--- src/assert_macros.svh ---
// ----------------------------------------------------------------------------
// Assertion macros
// Shared concurrent assertion wrappers, clocked on i_clk and disabled while
// the synchronous reset i_rst_n is held low.
// ----------------------------------------------------------------------------
`ifndef ASSERT_MACROS_SVH
`define ASSERT_MACROS_SVH

// The property must hold at every rising clock edge outside of reset.
`define STBC_ASSERT(label, prop, msg) \
    label: assert property (@(posedge i_clk) disable iff (!i_rst_n) prop) \
        else $error(msg);

// The expression must never be true at a rising clock edge outside of reset.
`define STBC_NEVER(label, expr, msg) \
    label: assert property (@(posedge i_clk) disable iff (!i_rst_n) !(expr)) \
        else $error(msg);

`endif

--- src/stbc_pkg.sv ---
// ----------------------------------------------------------------------------
// Splitter tree bucket classifier package
// Beat control type shared by the pipeline modules, and the function codes and key port width of the top.
// ----------------------------------------------------------------------------
package stbc_pkg;

    // Function codes of an input beat.
    localparam logic FUNC_LOAD     = 1'b0;
    localparam logic FUNC_CLASSIFY = 1'b1;

    // Width of the key port, fixed by the interface.
    localparam int KEY_PORT_BITS = 64;

    // Control that travels with every beat down the pipeline.
    typedef struct packed {
        logic valid;
        logic classify;
    } t_ctl;

endpackage

--- src/stbc_level.sv ---
// ----------------------------------------------------------------------------
// Splitter tree level stage
// Holds the tree nodes of one level, reads the node of the beat's path and
// steps a classify beat's path left or right; load beats aimed at this level write it.
// ----------------------------------------------------------------------------
module stbc_level #(
    parameter int LEVELS   = 10,
    parameter int KEY_BITS = 64,
    parameter int LVL      = 0
) (
    input  logic                  i_clk,
    input  logic                  i_rst_n,
    input  stbc_pkg::t_ctl        i_ctl,
    input  logic [KEY_BITS-1:0]   i_key,
    input  logic [LEVELS:0]       i_path,
    input  logic [LEVELS-1:0]     i_pos,
    output stbc_pkg::t_ctl        o_ctl,
    output logic [KEY_BITS-1:0]   o_key,
    output logic [LEVELS:0]       o_path,
    output logic [LEVELS-1:0]     o_pos
);

    localparam int PW    = LEVELS + 1;
    localparam int AW    = (LVL > 0) ? LVL : 1;
    localparam int DEPTH = 1 << AW;

    logic [KEY_BITS-1:0] r_mem [DEPTH];
    logic [KEY_BITS-1:0] r_node;
    stbc_pkg::t_ctl      r_ctl;
    logic [KEY_BITS-1:0] r_key;
    logic [PW-1:0]       r_path;
    logic [LEVELS-1:0]   r_pos;

    logic [AW-1:0] w_addr;
    logic          w_we;

    // The path is the heap index: its leading one marks the level it belongs to.
    assign w_addr = i_path[AW-1:0];
    assign w_we   = i_ctl.valid && !i_ctl.classify && ((i_path >> LVL) == PW'(1));

    always_ff @(posedge i_clk) begin
        if (w_we) begin
            r_mem[w_addr] <= i_key;
        end
        r_node <= r_mem[w_addr];
    end

    always_ff @(posedge i_clk) begin
        if (!i_rst_n) begin
            r_ctl <= '0;
        end else begin
            r_ctl <= i_ctl;
        end
    end

    always_ff @(posedge i_clk) begin
        r_key  <= i_key;
        r_path <= i_path;
        r_pos  <= i_pos;
    end

    // Go right when the key is above the node.
    assign o_path = r_ctl.classify ? {r_path[PW-2:0], (r_key > r_node)} : r_path;
    assign o_ctl  = r_ctl;
    assign o_key  = r_key;
    assign o_pos  = r_pos;

endmodule

--- config.mk ---
export PLATFORM = sky130hd
export DESIGN_NAME = stbc_level
export DESIGN_NICKNAME = d
export VERILOG_FILES = /design/src/assert_macros.svh /design/src/stbc_pkg.sv /design/src/stbc_level.sv
export SDC_FILE = /design/constraint.sdc
export NUM_CORES = 1
export LEC_CHECK = 0
export BUFFER_PORTS_ARGS = -buffer_cell sky130_fd_sc_hd__buf_2
export CAP_MARGIN = 20
export CORE_ASPECT_RATIO = 1.75
export CORE_MARGIN = 1
export CORE_UTILIZATION = 59
export DETAILED_ROUTE_END_ITERATION = 10
export PLACE_DENSITY = 0.87
export SETUP_SLACK_MARGIN = 0.2
export SYNTH_ARGS = -nofsm -noshare
export SYNTH_HDL_FRONTEND = slang
export SYNTH_SLANG_ARGS = --single-unit
--- constraint.sdc ---
create_clock -name i_clk -period 12.5 [get_ports i_clk]
set_input_delay 1.25 -clock i_clk [delete_from_list [all_inputs] [get_ports i_clk]]
set_output_delay 1.25 -clock i_clk [all_outputs]
set_load 0.005 [all_outputs]
# Yosys cells after proc, flatten, opt, wreduce, memory -nomap -nowiden
# Memory sizes are Yosys's and may differ from the RTL's. A register that Yosys moved wholly into a read port is not among the register bits.
# Cells that the tools add are included.
# Widths: inputs -> output; s select.
# classes
magnitude_cmp	1
eq_ne	1
n_mux	3
n_reduce_logical	3
# op_table
cell	n
$gt 64x64->1	1
$eq 11x1->1 const B	1
$mux 11	1
$logic_and 1x1->1	2
$mux 1	2
$logic_not 1->1	1
# totals
reg_bits	87
ramBits	128
input_bits	89
output_inout_bits	87
word_cells	14
memories	1
# memory_table
memory	words	word_bits	rd	rd_ports_with_merged_regs	write_ports	line	source
r_mem	2	64	1	1	1	stbc_level.sv:27	logic [KEY_BITS-1:0] r_mem [DEPTH];

# Longest topological paths before layout
# depth
word_depth	5
ltp_mapped	8
ltp_nobuf	8

# Worst setup path before layout
# OpenSTA, ideal clock, no wires.
# synth_timing
path_kind	input to register
from	in i_path[5]
to	mem r_mem[1][0] (enable)
setup_time_ns	0.651
t_arrival_ns	7.634
required_time_ns	11.849
slack_ns	4.215
stages	3
n_path_buf	0
cell_sequence	nor4_1 -> nand2_1 -> nor4_1
# synth_between
elab_chain_len	4
# synth_lines
element	line	source
start: declaration	stbc_level.sv:15	input logic [LEVELS:0] i_path,
$eq 11x1->1	stbc_level.sv:39	assign w_we = i_ctl.valid && !i_ctl.classify && ((i_path >> LVL) == PW'(1));
$logic_and 1x1->1	stbc_level.sv:39	
$mux 1	stbc_level.sv:42	if (w_we) begin
$mux 1 (implied by the code)	stbc_level.sv:43	r_mem[w_addr] <= i_key;
end: declaration	stbc_level.sv:27	
# Every way passes these cells.

# Final worst setup path
# layout_timing
from	reg r_node[59], read port of r_mem
to	out o_path[0]
# layout_between
elab_chain_len	2
# layout_lines
element	line	source
start: declaration	stbc_level.sv:28	logic [KEY_BITS-1:0] r_node;
$gt 64x64->1	stbc_level.sv:63	assign o_path = r_ctl.classify ? {r_path[PW-2:0], (r_key > r_node)} : r_path;
$mux 11	stbc_level.sv:63	
end: declaration	stbc_level.sv:19	output logic [LEVELS:0] o_path,
# Every way passes these cells.

==> flow_summary.json <==
{
  "mostFrequentLayoutCell": "buf_2",
  "vias": 5332,
  "via_per_inst": 5.030,
  "reg2regPathDepth": 1,
  "drc_errors": 0,
  "die_h_um": 169.1,
  "ys_async_sr_fraction_pct": 0,
  "slew_headroom_pct": 36.61,
  "avgSynthCellArea_um2": 15.78,
  "antenna_left": 0,
  "fillers": 1021,
  "grt.total_usage_pct": 20.31,
  "clockRootBuffer": "clkbuf_16",
  "synth_cell_type_count": 36,
  "dp_hpwl_um": 11690,
  "maxCapViolCount": 0,
  "area_delta_synth_final_pct": 23.47,
  "ys.warnings.count": 0,
  "place_area_mm2": 0.01076,
  "cts_max_level": 1,
  "hold_buffers": 0,
  "p_leak_nw": 5.144,
  "ios": 176,
  "grt_pass1_vias": 5601,
  "clk_pin_slew_ns": 0.06,
  "setup_viol": 0,
  "dr_wl_met2_um": 9543,
  "wl_per_cell_um": 15.80,
  "die-area_mm2": 0.01649,
  "grt_pass1_wl_um": 26020,
  "cp-startpoint": "r_node[59]$_DFF_P_",
  "crit_path_end_kind": "primary output",
  "place.gp.congestion": 0.7603,
  "stdcell_area_mm2": 0.01163,
  "drt_pre_antenna_iters": 6,
  "portBuffers": 175,
  "finClkSkew_ns": 0.01120,
  "met1Wirelength_um": 5775,
  "tightest_slew_ns": 0.9509,
  "worstReg2RegEnd": "r_node[35]$_DFF_P_",
  "grt.overflow.total": 0,
  "critPathLaunchType": "flip-flop",
  "finalMaxSlewViolations": 0,
  "cts_resized": 0,
  "p_per_area_mw_per_mm2": 165.5,
  "fp.dieW_um": 97.51,
  "clk_path_buf_depth": 3,
  "min_path_type": "reg2reg",
  "yosysSeqAreaShare_pct": 72.90,
  "hold_viol_final": 0,
  "period_needed_ns": 4.149,
  "crit_arrival_ns": 2.90,
  "wl_um": 16750,
  "clkSinkCount": 279,
  "crit_fanout": 3,
  "rsz0062_at_grt": "false",
  "cts_buffers": 24,
  "rrSetupSlack_ns": 11.70,
  "fin_nets": 1008,
  "finalCritPeriodShare_pct": 33.19,
  "cts_tree": "yes",
  "ys_ff_latch": 279,
  "start_util_pct": 60.91,
  "post-cts-setup-buffers": 0,
  "dp.cells": 1015,
  "netlist_area_mm2": 0.009419,
  "fmax_mhz": 241.0,
  "fin_tns_setup_ns": 0,
  "outcome": "complete, no violations",
  "synth-edff-count": 128,
  "drt_iter0_markers": 122,
  "synthFlopType": "dfxtp_1",
  "finalNonFillerCells": 1060,
  "rows": 60,
  "clk_latency_ns": 0.51,
  "p_total_mw": 1.925,
  "final_cell_mix": "175 x buf_2, 151 x dfxtp_1, 128 x edfxtp_1",
  "cp-endpoint": "o_path[0]",
  "dr.max_layer_used": "met5",
  "wl_met3_um": 909,
  "layout-drive-gt1-share_pct": 34.14,
  "grt_max_degree": 67,
  "cp.required_ns": 11.25,
  "synthCells": 597,
  "worstReg2RegStart": "r_mem[1][35]$_DFFE_PP_",
  "path_class": "reg2out",
  "antenna_found_initial": 2,
  "coreArea_mm2": 0.01546,
  "vdd_ir_drop_max_mv": 0.1357
}
area by class of cell:
| cell class | instances | area (um2) | area share (%) |
|---|---|---|---|
| antenna | 1 | 2.502 | 0.02152 |
| clock buffer | 33 | 737.0 | 6.337 |
| clock inverter | 11 | 135.1 | 1.162 |
| inverter | 65 | 244.0 | 2.098 |
| multi-input combinational | 308 | 2521 | 21.68 |
| sequential | 279 | 6867 | 59.04 |
| tap | 186 | 232.7 | 2.001 |
| timing repair buffer | 177 | 890.9 | 7.660 |
metal layers:
layer / GRT usage, % / vias up
met5: 0 / -
met4: 7.801 / 2
met1: 19.66 / 2543
met2: 40.77 / 144
li1: - / 2600
met3: 4.325 / 43
registers in the layout, indices dropped and copies added (netlist names):
signal  count
o_ctl       2
r_node     64
r_path     11
o_pos      10
r_mem     128
o_key      64
per-stage QoR:
step	util (%)	setup WS (ns)	hold WS, ns
after floorplan	-	4.215	0.4478
after global placement	69.55	8.791	0.4493
after detailed placement	69.55	8.743	0.4565
after CTS	75.19	8.300	0.4707
after global routing	75.19	8.195	0.4754
final	75.20	8.351	0.4658
logic make-up after synthesis:
| family | Yosys count | synth area share, % |
|---|---|---|
| flip-flops | 279 | 72.90 |
| AND/OR/NAND/NOR | 53 | 3.440 |
| multiplexers | 74 | 8.847 |
| AO/OA/AOI/OAI | 53 | 3.361 |
| other | 1 | 0.03981 |
| buffers and inverters | 73 | 2.909 |
| adder cells (fa/ha/maj) | 64 | 8.502 |
where the power goes:
| group | internal (mW) | switching (mW) | leakage, nW | total [mW] |
|---|---|---|---|---|
| Sequential | 1.00 | 0.0165 | 2.48 | 1.02 |
| Combinational | 0.0598 | 0.0611 | 2.24 | 0.121 |
| Clock | 0.475 | 0.311 | 0.433 | 0.787 |
| Total | 1.54 | 0.389 | 5.14 | 1.93 |
critical path, stage by stage (launching register included):
cell and delay (ns):
dfxtp_1 0.30, inv_1 0.04, ha_1 0.30, nand4_1 0.19, nor4_2 0.36, nand2_1 0.19, or4_1 0.54, o22a_1 0.18
a31oi_1 0.15, buf_2 0.14
how the worst min path moves through the flow:
| stage | start | endpoint | slack (ns) | depth (start not counted) |
|---|---|---|---|---|
| CTS | r_mem[1][34]$_DFFE_PP_ | r_node[34]$_DFF_P_ | 0.47 | 1 |
| global route | r_mem[1][60]$_DFFE_PP_ | r_node[60]$_DFF_P_ | 0.48 | 1 |
| floorplan | r_mem[1][0]$_DFFE_PP_ | r_node[0]$_DFF_P_ | 0.45 | 1 |
| finish | r_mem[1][34]$_DFFE_PP_ | r_node[34]$_DFF_P_ | 0.47 | 1 |
| global placement | r_mem[1][48]$_DFFE_PP_ | r_node[48]$_DFF_P_ | 0.45 | 1 |
| detailed placement | r_mem[1][13]$_DFFE_PP_ | r_node[13]$_DFF_P_ | 0.46 | 1 |
Yosys cell counts (all sizes together) (2+ instances only):
library cell  count  area share (%)
dfxtp           151              32
nor2              2           0.080
nor4              4            0.49
nand2            13            0.52
a21oi            27             1.4
and2              2            0.13
ha               64             8.5
nand4            15             1.1
o211ai            2            0.16
or4               3            0.24
edfxtp          128              41
o21ai             6            0.32
a21o              6            0.48
inv              65             2.6
mux2             74             8.8
nor3              4            0.21
a211oi            4            0.32
nand3             6            0.32
nor2b             2            0.13
clkbuf            7            0.28
Power figures use the tool's default switching activity.
